===== config.mk =====
export PLATFORM = sky130hd
export DESIGN_NAME = bfe_stack
export DESIGN_NICKNAME = d
export VERILOG_FILES = /design/src/rtl/bfe_pkg.sv /design/src/rtl/bfe_stack.sv
export SDC_FILE = /design/constraint.sdc
export NUM_CORES = 2
export LEC_CHECK = 0
export ABC_CLOCK_PERIOD_IN_PS = 7200
export BUFFER_PORTS_ARGS = -buffer_cell sky130_fd_sc_hd__buf_4
export CAP_MARGIN = 20
export CORE_MARGIN = 1
export CORE_UTILIZATION = 52
export CTS_BUF_LIST = sky130_fd_sc_hd__clkbuf_4 sky130_fd_sc_hd__clkbuf_8 sky130_fd_sc_hd__clkbuf_16
export DETAILED_ROUTE_END_ITERATION = 10
export PLACE_DENSITY_LB_ADDON = 0.08
export SYNTH_ARGS = -nofsm -noshare
export SYNTH_HDL_FRONTEND = slang
export SYNTH_SLANG_ARGS = --single-unit

===== constraint.sdc =====
create_clock -name i_clk -period 7.2 [get_ports i_clk]
set_input_delay 1.44 -clock i_clk [delete_from_list [all_inputs] [get_ports i_clk]]
set_output_delay 1.44 -clock i_clk [all_outputs]
set_load 0.01 [all_outputs]

===== src/rtl/bfe_pkg.sv =====
package bfe_pkg;

    localparam int CoordBits = 4;
    localparam int GridSize  = 1 << CoordBits;
    localparam int Cells     = GridSize * GridSize;
    localparam int IdxBits   = 2 * CoordBits;
    localparam int DepthBits = IdxBits + 1;
    localparam int PixelBits = 32;
    localparam int DimBits   = CoordBits + 1;
    localparam int CmdBits   = 2;
    localparam int UpcBits   = 4;

    localparam logic [CmdBits-1:0] CMD_WRITE = 2'd0;
    localparam logic [CmdBits-1:0] CMD_READ  = 2'd1;
    localparam logic [CmdBits-1:0] CMD_FILL  = 2'd2;

    localparam logic REG_WIDTH  = 1'b0;
    localparam logic REG_HEIGHT = 1'b1;

    typedef logic [3:0] t_act;
    localparam t_act A_NONE     = 4'd0;
    localparam t_act A_LATCH    = 4'd1;
    localparam t_act A_WRITE    = 4'd2;
    localparam t_act A_READ_POS = 4'd3;
    localparam t_act A_CAPTURE  = 4'd4;
    localparam t_act A_DONE     = 4'd5;
    localparam t_act A_SEED     = 4'd6;
    localparam t_act A_PROBE    = 4'd7;
    localparam t_act A_PAINT    = 4'd8;
    localparam t_act A_POP      = 4'd9;
    localparam t_act A_LOAD     = 4'd10;

    typedef logic [3:0] t_cond;
    localparam t_cond C_NEXT     = 4'd0;
    localparam t_cond C_ALWAYS   = 4'd1;
    localparam t_cond C_NO_START = 4'd2;
    localparam t_cond C_CMD_FILL = 4'd3;
    localparam t_cond C_CMD_READ = 4'd4;
    localparam t_cond C_SEED_BAD = 4'd5;
    localparam t_cond C_PIX_EQ   = 4'd6;
    localparam t_cond C_SKIP     = 4'd7;
    localparam t_cond C_DIR_DONE = 4'd8;
    localparam t_cond C_LAST     = 4'd9;

    typedef struct packed {
        t_act               act;
        t_cond              cond;
        logic [UpcBits-1:0] target;
    } t_ctrl;

    typedef struct packed {
        logic start;
        logic cmd_fill;
        logic cmd_read;
        logic seed_bad;
        logic pix_eq;
        logic skip;
        logic dir_done;
        logic last;
    } t_flags;

    typedef struct packed {
        logic [IdxBits-1:0] idx;
        logic [1:0]         dir;
    } t_frame;

    function automatic logic [DimBits-1:0] clamp_dim(input logic [DimBits-1:0] v);
        logic [DimBits-1:0] r;
        begin
            if (v == '0) begin
                r = DimBits'(1);
            end else if (v > DimBits'(GridSize)) begin
                r = DimBits'(GridSize);
            end else begin
                r = v;
            end
            return r;
        end
    endfunction

endpackage


===== src/rtl/bfe_stack.sv =====
module bfe_stack (
    input  logic                          i_clk,
    input  logic                          i_we,
    input  logic [bfe_pkg::IdxBits-1:0]   i_waddr,
    input  bfe_pkg::t_frame               i_wdata,
    input  logic                          i_re,
    input  logic [bfe_pkg::IdxBits-1:0]   i_raddr,
    output bfe_pkg::t_frame               o_rdata
);
    import bfe_pkg::*;

    t_frame r_mem [Cells];
    t_frame r_q;

    always_ff @(posedge i_clk) begin
        if (i_we) begin
            r_mem[i_waddr] <= i_wdata;
        end
        if (i_re) begin
            r_q <= r_mem[i_raddr];
        end
    end

    assign o_rdata = r_q;

endmodule


* Word level (Yosys, flattened, before mapping)
Memory sizes are Yosys's and may differ from the RTL's. A register that Yosys moved wholly into a read port is not among the register bits.
Index checks and enable logic that the tools add are counted.
** Storage, ports and cells
- Flip-flop bits (word level) :: 0
- Memories kept :: 1
- Word-level logic and storage cells :: 3
- RAM bits :: 2560
- Output and inout bits :: 10
- Bits of input ports :: 29
** Operators by class
- Mux-type cells :: 2
** Memories
- r_mem :: depth 256, bits a word 10, rd ports 1, clocked after memory_dff 1, write ports 1, line bfe_stack.sv:12 : t_frame r_mem [Cells];
** Operators by type and width (number)
- $mux W1 :: 2

* Depth between registers and ports, before layout
- Depth after elaboration :: 2
- Gate-level depth with buffers :: 12
- Depth with buffers taken out :: 6

* Worst setup path after synthesis
Ideal clock, no wire load.
- Path kind :: input-to-reg
- Start point :: input i_raddr[0] (netlist bit)
- End point :: register, netlist name o_rdata[0]
- Cell stages on the path :: 9
- Path slack :: 3680 ps
- Arrival :: 3256 ps
- Setup time :: 264 ps
- Data required time :: 6936 ps
- Cells stage by stage :: buf_4 -> buf_8 -> buf_8 -> buf_2 -> mux4_2 -> a22oi_1 -> a21oi_1 -> nor4_1 -> nor3_1
** RTL lines
- start: declaration :: line bfe_stack.sv:7 : input logic [bfe_pkg::IdxBits-1:0] i_raddr,

==> out/results.ini <==
[clock_tree]
postCtsSetupBuffers = 0
cts.clk_slew.worst_paths_ps = 60
holdBufCountCts = 0
clkSinkCount = 2570
cts_max_level = 5
tritoncts = done
cts_resized = 0
ctsRootBufferMaster = clkbuf_16
cts_buffers = 281
clk_path_buf_depth = 4
insertion_delay_ps = 930

[timing]
max_freq_ghz = 0.213
final.setup_skew_ps = 50.0
slew_headroom_pct = 14.0
finalCritPeriodShare_pct = 65.2
worst_pin_slew_ps = 1280
slew_violations = 0
setup_tns_ps = 0
grt_setup_unrepaired = false
hold_viol_final = 0
min_period_ps = 4700
setup_violations = 0

[floorplanning]
rows = 160
ios = 39
die_x_um = 439
die_h_um = 439
core-area_um2 = 190000
start_util_pct = 52.3
dieArea_um2 = 193000

[grt]
grt_pass1_vias = 48500
grt_max_degree = 166
overflow = 0
grt_pass1_wl_mm = 370
antenna_found_initial = 18
track_usage_pct = 27.3

[logic_synthesis]
yosysWarnings = 0
synth_top_cell_area_share_pct = 77.7
ys_types = 52
synth_area_um2 = 99400
yosys_most_used_dff = edfxtp_1
syn_avg_cell_area_um2 = 21.4
ys_async_sr_fraction_pct = 0
ys_ff_latch = 2570
synth_nets = 4671
synthTopCellsByArea = edfxtp_1, mux4_2, mux2i_1, a22oi_1, nor2_1
syn_inst = 4642
seq_area_frac_synth_pct = 77.7
yosysTopAreaCell = edfxtp_1
synth_edf_count = 2570

[routing]
drc_errors = 0
initialDrtViolationCount = 6374
via_per_inst = 6.46
wl_mm = 263
via_count = 49300
wire_per_inst_um = 34.5
ant_nets = 0
firstDrtPassIters = 7

[setup_path]
r2r-start = r_mem[189][2]
critPathCaptureType = register
worstRegToRegCells = 7
critPathLaunchType = input pin
worst_ep_arrival_time_ps = 5340
r2r_slack_ps = 4070
crit_required_ps = 7840
cp_max_fo = 59
reg2reg_to = o_rdata[2]
setup.worst_path.class = input pin to register

[pwr]
pwr_density_cell_nw_per_um2 = 285
ir_worst_vdd_uv = 263
total_power_uw = 32000
leakage_uw = 0.0353

[placement]
place_hpwl_mm = 162
dpl_cell_area_um2 = 103000
dp_cells = 7091
gp_congestion = 0.859
portBuffers = 38

[cells_and_area]
fin_nets = 4945
stdcell_area_um2 = 112000
fin_cells = 7626
drive_above_1_share_pct = 23.8
area_growth_pct = 12.8

[min_path]
hold_depth = 1
hp-start = i_re
hold_end = o_rdata[5]
worstHoldPathType = input pin to register

[run_status]
status = complete, no violations

[run]
drv_cap = 0

[through the flow]
step / hold WS [ps] / util (%) / worst slack [ps]
after global placement: 1140 / 53.9 / 1400
after global routing: 873 / 59.0 / 2420
final: 913 / 59.0 / 2500
after detailed placement: 1130 / 54.1 / 1450
after floorplan: 874 / - / 3680
after CTS: 853 / 58.7 / 2440
[layout make-up]
type                       instances  area, um2
inverter                           3       11.3
sequential                      2570      77200
clock inverter                   125       1080
multi-input combinational       1785      20400
clock buffer                     352       7700
timing repair buffer             275       2540
antenna                            5       12.5
tap                             2511       3140
fill                           13700      77900
[sequential cells by signal, indices dropped and copies added, names as in the netlist]
register,count
r_mem,2560
o_rdata,10
[metal layers]
metal / share of wire [%] / GRT usage (%)
met5: 0.090 / 0.596
met4: 2.7 / 7.55
met1: 41 / 40.3
met2: 47 / 41.6
met3: 9.0 / 5.74
[cells in the mapped netlist, types with 27 or more instances]
library cell	n
nor2_1	292
a21oi_1	113
o22ai_1	57
o221ai_1	40
nor3_1	32
nor4_1	27
a22oi_1	191
buf_4	29
edfxtp_1	2570
mux4_2	495
mux4_1	41
clkbuf_1	131
nand3_1	39
mux2i_1	210
nand2_1	47
buf_2	48
[layout by cell type, fill, tap and decap left out, drive strengths merged, types with 39 or more instances in the layout]
cell | synthesis | layout
a22oi | 191 | 191
edfxtp | 2570 | 2570
mux2i | 210 | 210
nand2 | 47 | 47
clkinv | 0 | 97
nand3 | 39 | 39
nor2 | 292 | 292
mux4 | 536 | 536
o22ai | 57 | 57
o221ai | 40 | 40
a21oi | 113 | 113
clkbuf | 132 | 353
buf | 152 | 274
[logic make-up after synthesis]
kind of cell    share of synthesized area, %
compound gates                          3.70
simple gates                            2.32
flops                                   77.7
buf+inv                                 1.88
mux                                     14.4
[report_power, final]
group	total, uW	switching (uW)	leakage (uW)	internal, uW
clock network	13900	5650	0.00439	8260
registers	16500	24.7	0.0231	16500
logic	1520	1020	0.00776	492
total	32000	6700	0.0353	25300
[critical path, stage by stage]
cell and delay, ps:
buf_8 560, buf_12 320, buf_12 260, buf_12 280, buf_4 270, mux4_2 530, a22oi_1 200, a21oi_1 120
nor4_1 920, buf_4 260, nor3_1 40
[worst max-delay path by stage]
stage / from / endpoint / slack [ps] / depth (start not counted)
floorplan: i_raddr[0] / o_rdata[0] / 3680 / 9
global placement: i_raddr[0] / o_rdata[7] / 1400 / 8
detailed placement: i_raddr[0] / o_rdata[2] / 1450 / 11
CTS: i_raddr[0] / o_rdata[2] / 2440 / 11
global route: i_raddr[0] / o_rdata[2] / 2420 / 11
finish: i_raddr[0] / o_rdata[2] / 2500 / 11
(Power assumes the default switching activity.)
