**src/rtl/bfe_pkg.sv**
```systemverilog
package bfe_pkg;

    localparam int CoordBits = 4;
    localparam int GridSize  = 1 << CoordBits;
    localparam int Cells     = GridSize * GridSize;
    localparam int IdxBits   = 2 * CoordBits;
    localparam int DepthBits = IdxBits + 1;
    localparam int PixelBits = 32;
    localparam int DimBits   = CoordBits + 1;
    localparam int CmdBits   = 2;
    localparam int UpcBits   = 4;

    localparam logic [CmdBits-1:0] CMD_WRITE = 2'd0;
    localparam logic [CmdBits-1:0] CMD_READ  = 2'd1;
    localparam logic [CmdBits-1:0] CMD_FILL  = 2'd2;

    localparam logic REG_WIDTH  = 1'b0;
    localparam logic REG_HEIGHT = 1'b1;

    typedef logic [3:0] t_act;
    localparam t_act A_NONE     = 4'd0;
    localparam t_act A_LATCH    = 4'd1;
    localparam t_act A_WRITE    = 4'd2;
    localparam t_act A_READ_POS = 4'd3;
    localparam t_act A_CAPTURE  = 4'd4;
    localparam t_act A_DONE     = 4'd5;
    localparam t_act A_SEED     = 4'd6;
    localparam t_act A_PROBE    = 4'd7;
    localparam t_act A_PAINT    = 4'd8;
    localparam t_act A_POP      = 4'd9;
    localparam t_act A_LOAD     = 4'd10;

    typedef logic [3:0] t_cond;
    localparam t_cond C_NEXT     = 4'd0;
    localparam t_cond C_ALWAYS   = 4'd1;
    localparam t_cond C_NO_START = 4'd2;
    localparam t_cond C_CMD_FILL = 4'd3;
    localparam t_cond C_CMD_READ = 4'd4;
    localparam t_cond C_SEED_BAD = 4'd5;
    localparam t_cond C_PIX_EQ   = 4'd6;
    localparam t_cond C_SKIP     = 4'd7;
    localparam t_cond C_DIR_DONE = 4'd8;
    localparam t_cond C_LAST     = 4'd9;

    typedef struct packed {
        t_act               act;
        t_cond              cond;
        logic [UpcBits-1:0] target;
    } t_ctrl;

    typedef struct packed {
        logic start;
        logic cmd_fill;
        logic cmd_read;
        logic seed_bad;
        logic pix_eq;
        logic skip;
        logic dir_done;
        logic last;
    } t_flags;

    typedef struct packed {
        logic [IdxBits-1:0] idx;
        logic [1:0]         dir;
    } t_frame;

    function automatic logic [DimBits-1:0] clamp_dim(input logic [DimBits-1:0] v);
        logic [DimBits-1:0] r;
        begin
            if (v == '0) begin
                r = DimBits'(1);
            end else if (v > DimBits'(GridSize)) begin
                r = DimBits'(GridSize);
            end else begin
                r = v;
            end
            return r;
        end
    endfunction

endpackage

```
**src/rtl/bfe_useq.sv**
```systemverilog
module bfe_useq (
    input  logic              i_clk,
    input  logic              i_rst_n,
    input  bfe_pkg::t_flags   i_flags,
    output bfe_pkg::t_ctrl    o_ctrl,
    output logic              o_busy
);
    import bfe_pkg::*;

    localparam logic [UpcBits-1:0] S_IDLE      = 4'd0;
    localparam logic [UpcBits-1:0] S_DISP      = 4'd1;
    localparam logic [UpcBits-1:0] S_DISP2     = 4'd2;
    localparam logic [UpcBits-1:0] S_WRITE     = 4'd3;
    localparam logic [UpcBits-1:0] S_READ      = 4'd4;
    localparam logic [UpcBits-1:0] S_CAPT      = 4'd5;
    localparam logic [UpcBits-1:0] S_DONE      = 4'd6;
    localparam logic [UpcBits-1:0] S_SEED_RD   = 4'd7;
    localparam logic [UpcBits-1:0] S_SEED_CHK  = 4'd8;
    localparam logic [UpcBits-1:0] S_SEED_PUSH = 4'd9;
    localparam logic [UpcBits-1:0] S_PROBE     = 4'd10;
    localparam logic [UpcBits-1:0] S_CHECK     = 4'd11;
    localparam logic [UpcBits-1:0] S_PAINT     = 4'd12;
    localparam logic [UpcBits-1:0] S_POP       = 4'd13;
    localparam logic [UpcBits-1:0] S_LOAD      = 4'd14;

    function automatic t_ctrl rom(input logic [UpcBits-1:0] a);
        t_ctrl c;
        begin
            case (a)
                S_IDLE:      c = '{A_LATCH,    C_NO_START, S_IDLE};
                S_DISP:      c = '{A_NONE,     C_CMD_FILL, S_SEED_RD};
                S_DISP2:     c = '{A_NONE,     C_CMD_READ, S_READ};
                S_WRITE:     c = '{A_WRITE,    C_ALWAYS,   S_DONE};
                S_READ:      c = '{A_READ_POS, C_NEXT,     S_IDLE};
                S_CAPT:      c = '{A_CAPTURE,  C_NEXT,     S_IDLE};
                S_DONE:      c = '{A_DONE,     C_ALWAYS,   S_IDLE};
                S_SEED_RD:   c = '{A_READ_POS, C_SEED_BAD, S_DONE};
                S_SEED_CHK:  c = '{A_NONE,     C_PIX_EQ,   S_DONE};
                S_SEED_PUSH: c = '{A_SEED,     C_NEXT,     S_IDLE};
                S_PROBE:     c = '{A_PROBE,    C_DIR_DONE, S_POP};
                S_CHECK:     c = '{A_NONE,     C_SKIP,     S_PROBE};
                S_PAINT:     c = '{A_PAINT,    C_ALWAYS,   S_PROBE};
                S_POP:       c = '{A_POP,      C_LAST,     S_DONE};
                S_LOAD:      c = '{A_LOAD,     C_ALWAYS,   S_PROBE};
                default:     c = '{A_NONE,     C_ALWAYS,   S_IDLE};
            endcase
            return c;
        end
    endfunction

    logic [UpcBits-1:0] r_upc;
    logic [UpcBits-1:0] n_upc;
    t_ctrl              ctrl;
    logic               take;

    assign ctrl = rom(r_upc);

    always_comb begin
        case (ctrl.cond)
            C_NEXT:     take = 1'b0;
            C_ALWAYS:   take = 1'b1;
            C_NO_START: take = !i_flags.start;
            C_CMD_FILL: take = i_flags.cmd_fill;
            C_CMD_READ: take = i_flags.cmd_read;
            C_SEED_BAD: take = i_flags.seed_bad;
            C_PIX_EQ:   take = i_flags.pix_eq;
            C_SKIP:     take = i_flags.skip;
            C_DIR_DONE: take = i_flags.dir_done;
            C_LAST:     take = i_flags.last;
            default:    take = 1'b1;
        endcase
        n_upc = take ? ctrl.target : r_upc + UpcBits'(1);
    end

    always_ff @(posedge i_clk) begin
        if (!i_rst_n) begin
            r_upc <= S_IDLE;
        end else begin
            r_upc <= n_upc;
        end
    end

    assign o_ctrl = ctrl;
    assign o_busy = (r_upc != S_IDLE);

endmodule

```
**config.mk**
```make
export PLATFORM = sky130hd
export DESIGN_NAME = bfe_useq
export DESIGN_NICKNAME = d
export VERILOG_FILES = /design/src/rtl/bfe_pkg.sv /design/src/rtl/bfe_useq.sv
export SDC_FILE = /design/constraint.sdc
export NUM_CORES = 1
export LEC_CHECK = 0
export BUFFER_PORTS_ARGS = -buffer_cell sky130_fd_sc_hd__buf_4
export CORE_MARGIN = 3
export CORE_UTILIZATION = 40
export DETAILED_ROUTE_END_ITERATION = 8
export GPL_TIMING_DRIVEN = 1
export SYNTH_ARGS = -nofsm -noshare
export SYNTH_HDL_FRONTEND = slang
export SYNTH_SLANG_ARGS = --single-unit
```
**constraint.sdc**
```tcl
create_clock -name i_clk -period 4.9 [get_ports i_clk]
set_input_delay 0 -clock i_clk [delete_from_list [all_inputs] [get_ports i_clk]]
set_output_delay 0 -clock i_clk [all_outputs]
set_load 0.03 [all_outputs]
```
* Word-level counts from Yosys, hierarchy flattened
Memory sizes are Yosys's and may differ from the RTL's. A register that Yosys moved wholly into a read port is not among the register bits.
Cells that the tools add are included.
** Storage, ports and cells
- Register bits after elaboration :: 4
- ROM bits :: 192
- Input port bits :: 10
- Output and inout bits :: 13
- Logic and storage cells :: 17
- Memories kept :: 1
** Memories
- (name not given) :: depth 16, bits a word 12, rd ports 1, clocked after memory_dff 1, write ports 0, RTL line bfe_useq.sv:29 : case (a)
** Operators by class
- $add $sub $neg :: 1
- Eq/ne operators :: 8
- Muxes and demuxes :: 3
- Reduce and logical (&&, ||, !) cells :: 3
** Operator list (number)
- 4-bit by 3-bit equality test with 1-bit output (second input constant) :: 4
- 1-bit one-hot mux with 9 select lines :: 1
- 4-bit by 2-bit equality test with 1-bit output (second input constant) :: 2
- 4-bit equality test (second input constant) :: 2
- 4-bit 2-to-1 mux :: 2
- 4-bit by 1-bit adder with 4-bit output (second input constant) :: 1
- 4-bit zero test :: 1
- 4-bit nonzero test :: 1
- 1-bit zero test :: 1

* Logic depth before layout (Yosys ltp)
Gate-level depths: netlist of run 1.
- Depth in word-level cells :: 4
- Gate-level depth with buffers :: 12
- Gate-level depth less buffers :: 11

* Least setup slack after synthesis of run 1
No wires, ideal clock.
- Path type :: register -> register
- From :: register o_ctrl[7] (netlist name)
- To :: register o_ctrl[9] (netlist name)
- Setup time :: 0.128 ns
- Data arrival time :: 2.687 ns
- Required time :: 4.772 ns
- Path slack :: 2.085 ns
- Stages on the path, launching flop included :: 13
- Buffers on the path :: 1
- Period minus slack after synthesis :: 2.815 ns
- Path through :: dfxtp_1 -> or3b_1 -> o311ai_2 -> o22ai_2 -> or2_1 -> buf_6 -> mux2i_1 -> nor2_1 -> inv_1 -> ha_1 -> inv_1 -> mux2i_1 -> a211oi_2
** On the way
- Word-level cells in the longest chain between the ends :: 4
- Elaborated cells between the ends (all ways) :: 12
- Classes of those cells :: 8 x eq/ne; 3 x mux; 1 x reduce/logical
** RTL lines
- 4-bit equality test (tied with other cells) :: RTL line bfe_useq.sv:59 : case (ctrl.cond)
- 1-bit one-hot mux with 9 select lines * :: RTL line bfe_useq.sv:59
- 4-bit 2-to-1 mux * :: RTL line bfe_useq.sv:72 : n_upc = take ? ctrl.target : r_upc + UpcBits'(1);
- 4-bit 2-to-1 mux (no source line) *
Every way passes the cells marked *; elsewhere a longest branch is shown, timed or not.
A chain may end at the register's enable or synchronous reset.

* Worst setup path in the final report of run 1
- From :: register o_ctrl[7] (netlist name)
- To :: register o_ctrl[9] (netlist name)
** On the way
- Word-level cells in the longest chain between the ends :: 4
- Elaborated cells between the ends (all ways) :: 12
- Classes of those cells :: 8 x eq/ne; 3 x mux; 1 x reduce/logical
** RTL lines (RTL line)
- 4-bit equality test (tied with other cells) :: bfe_useq.sv:59
- 1-bit one-hot mux with 9 select lines * :: bfe_useq.sv:59
- 4-bit 2-to-1 mux * :: bfe_useq.sv:72
- 4-bit 2-to-1 mux (no source line) *
Marked as above.

==> results.yml, run 1 <==
yosys:
  ys_async_sr_fraction_pct: 0
  yosys.cell_count.top_type: "dfxtp_1"
  yosysTopAreaCell: "dfxtp_1"
  synth_top_area_share_pct: 32.99
  yosys-top-cells-area: "dfxtp_1 (33%), ha_1 (9.0%), mux2i_1 (7.2%)"
  yosysSeqAreaShare_pct: 32.99
  synth_cell_types: 39
  synthesis.area_um2: 970.9
  netlist_instances: 109
  synth_common_cells: "dfxtp_1 (16), inv_1 (10), nand2_1 (10)"
  syn-num-nets: 126
  synthFlopType: "dfxtp_1"
  ys_warn_count: 0
  synth-seq-cells: 16
  syn_avg_cell_area_um2: 8.908
  synth_edf_count: 0
final_layout:
  final_cells: 159
  fillCellCount: 227
  drive_gt1_share_pct: 24.43
  area_growth_pct: 20.36
  multi_input_area_um2: 569.3
  nets: 150
  antenna_cells: 0
  regArea_um2: 320.3
drt:
  num_vias: 855
  drt_iter0_drc: 28
  totalWireLength_mm: 2.096
  via_per_inst: 5.377
  wl_per_cell_um: 13.18
  dr.pass1.iters: 4
  ant_nets: 0
  remaining_drc_errors: 0
power:
  p_sw_mw: 0.4407
  combPwrFrac_pct: 67.1
  power_mw: 0.8927
  power_per_cell_area_nw_per_um2: 763.9
  switching_share_pct: 49.37
  p_int_mw: 0.4520
  ir_drop_mv: 0.3415
  pwr-share-clk_pct: 7.3
  leakagePower_nw: 0.5487
  p_seq_share_pct: 25.6
min_path:
  min_to: "r_upc[0]"
  min_path_type: "in2reg"
  min_from: "i_flags[7]"
  hold_depth: 5
sta:
  min_period_ns: 2.963
  finalCritPeriodShare_pct: 60.46
  fin_tns_setup_ns: 0
  drv_slew: 0
  setup_violations: 0
  fin_skew_ns: 0.002853
  final_hold_viol_count: 0
  relSlewSlack_pct: 60.65
  worst_slack_ns: 1.937
  worstMarginPinSlew_ns: 0.5886
  max_freq_ghz: 0.3375
  rsz0062_at_grt: "false"
  hold_ws_ns: 0.3621
global_routing:
  grt_pass1_vias: 818
  grt.overflow.total: 0
  grt_max_degree: 15
  antenna_found_initial: 0
  grt_first_pass_wirelength_mm: 3.643
  grtUsageTotal_pct: 14.48
setup_path:
  r2r-end: "o_ctrl[9]"
  worst-r2r-cell-count: 11
  cp_max_fo: 9
  required_ns: 5.06
  critPathKind: "reg2reg"
  rrSetupSlack_ns: 1.94
  worstSetupEndpointType: "flip-flop"
  critPathLaunchType: "flip-flop"
  cp.arrival_ns: 3.12
  timing.rr.start: "o_ctrl[7]"
clock_network:
  clockBufferDepth: 2
  post_cts_buffers: 0
  numClockSinks: 16
  clk_pin_slew_worst_paths_ns: 0.08
  cts-root-buf: "clkbuf_4"
  htree_levels: 1
  cts_buffers: 3
  clk_latency_ns: 0.28
  cts_tree: "built"
place:
  hpwlAfterDp_mm: 1.636
  port-buffer-count: 22
  place_congestion: 0.8339
  place_ws_ns: 1.954
  dp.cells: 155
floorplan:
  io-pin-count: 23
  die_w_um: 55.27
  rows: 17
  core_area_um2: 2255
  start_util_pct: 43.06
  die_area_um2: 3054
  fp.dieH_um: 55.27
run_status:
  status: "finished, final reports clean"
run:
  drv_cap: 0
-- layout make-up --
cell class	count	share of cell area, %
clock buffer	3	1.927
inverter	12	3.961
multi-input combinational	77	48.72
sequential	16	27.41
tap	28	2.998
timing repair buffer	23	14.99
-- layout by cell type (no fill, tap or decap), types with 2 or more instances in the layout --
cell type and n:
ha_1 7, a211oi_1 3, nand2_1 10, o21ai_0 6
inv_1 10, o211a_1 3, o22ai_1 2, nand2b_1 2
nor2_1 7, dfxtp_1 16, o211ai_1 2, a21oi_1 5
mux2i_1 7, nand3_1 3, buf_4 22, xor2_1 2
clkbuf_4 3
-- how the worst max path moves through the flow --
stage          startpoint        end  slack, ns  cells past startpoint
2_1_floorplan   o_ctrl[7]  o_ctrl[9]       2.09                     12
3_3_place_gp    o_ctrl[6]  o_ctrl[9]       2.07                     11
3_5_place_dp    o_ctrl[7]  o_ctrl[9]       1.95                     11
4_1_cts         o_ctrl[7]  o_ctrl[9]       1.95                     11
5_1_grt         o_ctrl[6]  o_ctrl[9]       1.64                     11
6_report        o_ctrl[7]  o_ctrl[9]       1.94                     11
-- sequential cells by signal, indices dropped and copies added, names as in the netlist --
| signal | count |
|---|---|
| o_ctrl | 12 |
| r_upc | 4 |
-- power by group through the flow --
stage / Sequential [mW] / Clock (mW) / Combinational (mW)
6_report: 0.229 / 0.0653 / 0.599
5_1_grt: 0.238 / 0.0755 / 0.662
4_1_cts: 0.228 / 0.0681 / 0.604
3_5_place_dp: 0.231 / 0 / 0.601
3_3_place_gp: 0.230 / 0 / 0.599
2_1_floorplan: 0.291 / 0 / 0.413
-- cell families (layout without fill, tap and decap cells) --
kind of cell / after synthesis / after routing / synth area share [%]
AO/OA/AOI/OAI: 31 / 31 / 24.87
XOR/XNOR: 2 / 2 / 1.804
adder cells (fa/ha/maj): 7 / 7 / 9.020
buffers and inverters: 16 / 38 / 8.374
flip-flops: 16 / 16 / 32.99
multiplexers: 8 / 8 / 8.763
AND/OR/NAND/NOR: 29 / 29 / 14.18
-- metrics by stage --
stage	instance area [um^2]	utilization (%)
after floorplan	970.9	-
after global placement	1136	50.39
after global routing	1169	51.83
after CTS	1159	51.39
after detailed placement	1136	50.39
final	1169	51.83
-- layer usage --
layer / global-route usage (%) / vias to the layer above / share of wire, %
met5: 0 / - / 0
met4: 6.250 / 0 / 1.5
met3: 3.271 / 4 / 4.9
met2: 22.30 / 20 / 44
met1: 19.31 / 397 / 50
li1: - / 434 / -
-- critical path: stages, from the launching register on --
cell and delay (ns):
dfxtp_1 0.37, or3b_1 0.41, o311ai_2 0.11, o22ai_1 0.17, or2_1 0.38, mux2i_1 0.18
nor2_1 0.34, inv_1 0.12, ha_1 0.33, inv_1 0.13, mux2i_1 0.23, a211oi_2 0.09
-- timing repair --
action	4_1_cts	5_1_grt
hold endpoints to repair	0	1
hold buffers	0	1
resized for setup	0	0
(Power assumes the default switching activity.)
==> run 2, diff against run 1 <==
Clock period 4.9 ns to 3.1 ns, I/O delays scaled along.
==> run 2 against run 1 <==
Compared with the run above:
- sequential power grew 57%
- via count shrank 0.23%
- non-clock buffer count grew 2
- clock skew grew 0.0069 ns
- power grew 66%
- first-iteration DRC count shrank 36%
- critical path depth is the same
- cell count grew 1.9%
- routed wire length grew 7.8%
- critical endpoint unchanged
==> results.yml, run 2 (synthesized netlist as in run 1, its figures left out) <==
final_layout:
  antenna_cells: 0
  largest_reg_flops: 12
  mostFrequentLayoutCell: "buf_4"
  final_cell_mix: "buf_4 (24), dfxtp_1 (16), inv_1 (10), nand2_1 (10)"
  final_cells: 162
  nets: 152
  area_growth_pct: 23.32
  fin_util_pct: 53.11
  fillCellCount: 222
  drive_gt1_share_pct: 26.12
clock_network:
  htree_levels: 1
  cts_tree: "built"
  clockBufferDepth: 2
  post_cts_buffers: 0
  cts.repair.resized: 0
  cts-root-buf: "clkbuf_4"
  clk_pin_slew_worst_paths_ns: 0.10
  cts_buffers: 3
  numClockSinks: 16
  clk_latency_ns: 0.29
setup_path:
  rrSetupSlack_ns: 0.27
  critPathLaunchType: "flip-flop"
  worst-r2r-cell-count: 11
  worstSetupEndpointType: "flip-flop"
  timing.rr.start: "o_ctrl[6]"
  r2r-end: "o_ctrl[9]"
  required_ns: 3.27
  cp.arrival_ns: 3.00
  cp_max_fo: 8
  critPathKind: "reg2reg"
power:
  power_per_cell_area_nw_per_um2: 1239
  leakagePower_nw: 0.5649
  power_mw: 1.483
  ir_drop_mv: 0.6764
min_path:
  min_from: "i_flags[7]"
  min_to: "r_upc[0]"
  hold_depth: 5
  min_path_type: "in2reg"
sta:
  finalCritPeriodShare_pct: 91.38
  worstMarginPinSlew_ns: 0.3898
  setup_violations: 0
  final_hold_viol_count: 0
  hold_ws_ns: 0.3803
  max_freq_ghz: 0.3530
  fin_skew_ns: 0.009796
  fin_tns_setup_ns: 0
  min_period_ns: 2.833
  rsz0062_at_grt: "false"
  relSlewSlack_pct: 73.92
  drv_slew: 0
floorplan:
  core_area_um2: 2255
  rows: 17
  die_area_um2: 3054
  die_w_um: 55.27
  start_util_pct: 43.06
  fp.dieH_um: 55.27
  io-pin-count: 23
global_routing:
  grt.overflow.total: 0
  antenna_found_initial: 0
  grt_pass1_vias: 830
  grt_first_pass_wirelength_mm: 3.712
  grtUsageTotal_pct: 14.99
  grt_max_degree: 12
drt:
  wl_per_cell_um: 13.95
  num_vias: 853
  dr.pass1.iters: 4
  remaining_drc_errors: 0
  via_per_inst: 5.265
  ant_nets: 0
  totalWireLength_mm: 2.260
  drt_iter0_drc: 18
place:
  hpwlAfterDp_mm: 1.725
  dp.cells: 157
  port-buffer-count: 22
  place_congestion: 0.8089
run:
  drv_cap: 0
run_status:
  status: "finished, final reports clean"
==> run 2: final cells by class <==
cell class / instances / area, um^2 / share of cell area [%]
inverter: 12 / 46.29 / 3.866
multi-input combinational: 77 / 569.3 / 47.54
clock buffer: 4 / 36.28 / 3.030
tap: 28 / 35.03 / 2.926
sequential: 16 / 320.3 / 26.75
timing repair buffer: 25 / 190.2 / 15.88
==> run 2: how the worst max path moves through the flow <==
stage | start | end | depth (start not counted) | slack, ns
after CTS | o_ctrl[6] | o_ctrl[9] | 11 | 0.29
after global routing | o_ctrl[6] | o_ctrl[9] | 11 | 0.04
after global placement | o_ctrl[6] | o_ctrl[9] | 11 | 0.42
after detailed placement | o_ctrl[6] | o_ctrl[9] | 11 | 0.31
final | o_ctrl[6] | o_ctrl[9] | 11 | 0.27
after floorplan | o_ctrl[7] | o_ctrl[9] | 12 | 0.29
==> run 2: critical path, cell delays in order, from the launching register on <==
cell and delay, ns:
dfxtp_1 0.39, or3b_1 0.40, o311ai_2 0.11, o22ai_1 0.17, or2_1 0.26, mux2i_1 0.14
nor2_1 0.32, inv_1 0.13, ha_1 0.35, inv_1 0.14, mux2i_1 0.23, a211oi_2 0.09
==> run 2: per-layer routing <==
| layer | track usage [%] | part of all wire (%) | vias to the layer above |
|---|---|---|---|
| met2 | 20.95 | 44 | 30 |
| li1 | - | - | 435 |
| met1 | 20.49 | 46 | 382 |
| met3 | 4.206 | 7.3 | 6 |
| met5 | 0 | 0 | - |
| met4 | 8.333 | 2.3 | 0 |
==> run 2: per-stage QoR <==
step           setup slack, ns  area [um^2]
6_report                0.2672         1197
5_1_grt                0.04222         1197
3_3_place_gp            0.4244         1151
4_1_cts                 0.2914         1197
3_5_place_dp            0.3105         1151
2_1_floorplan           0.2853        970.9
==> run 2: report_power, final <==
part	internal [mW]	switching (mW)	leakage, nW
logic	0.400	0.586	0.412
registers	0.291	0.0682	0.132
clock network	0.0715	0.0660	0.0210
total	0.763	0.721	0.565
==> run 2: repair_timing <==
action | 4_1_cts | 5_1_grt
setup endpoints to repair | 0 | 0
hold buffers | 1 | 0
hold endpoints to repair | 1 | 0
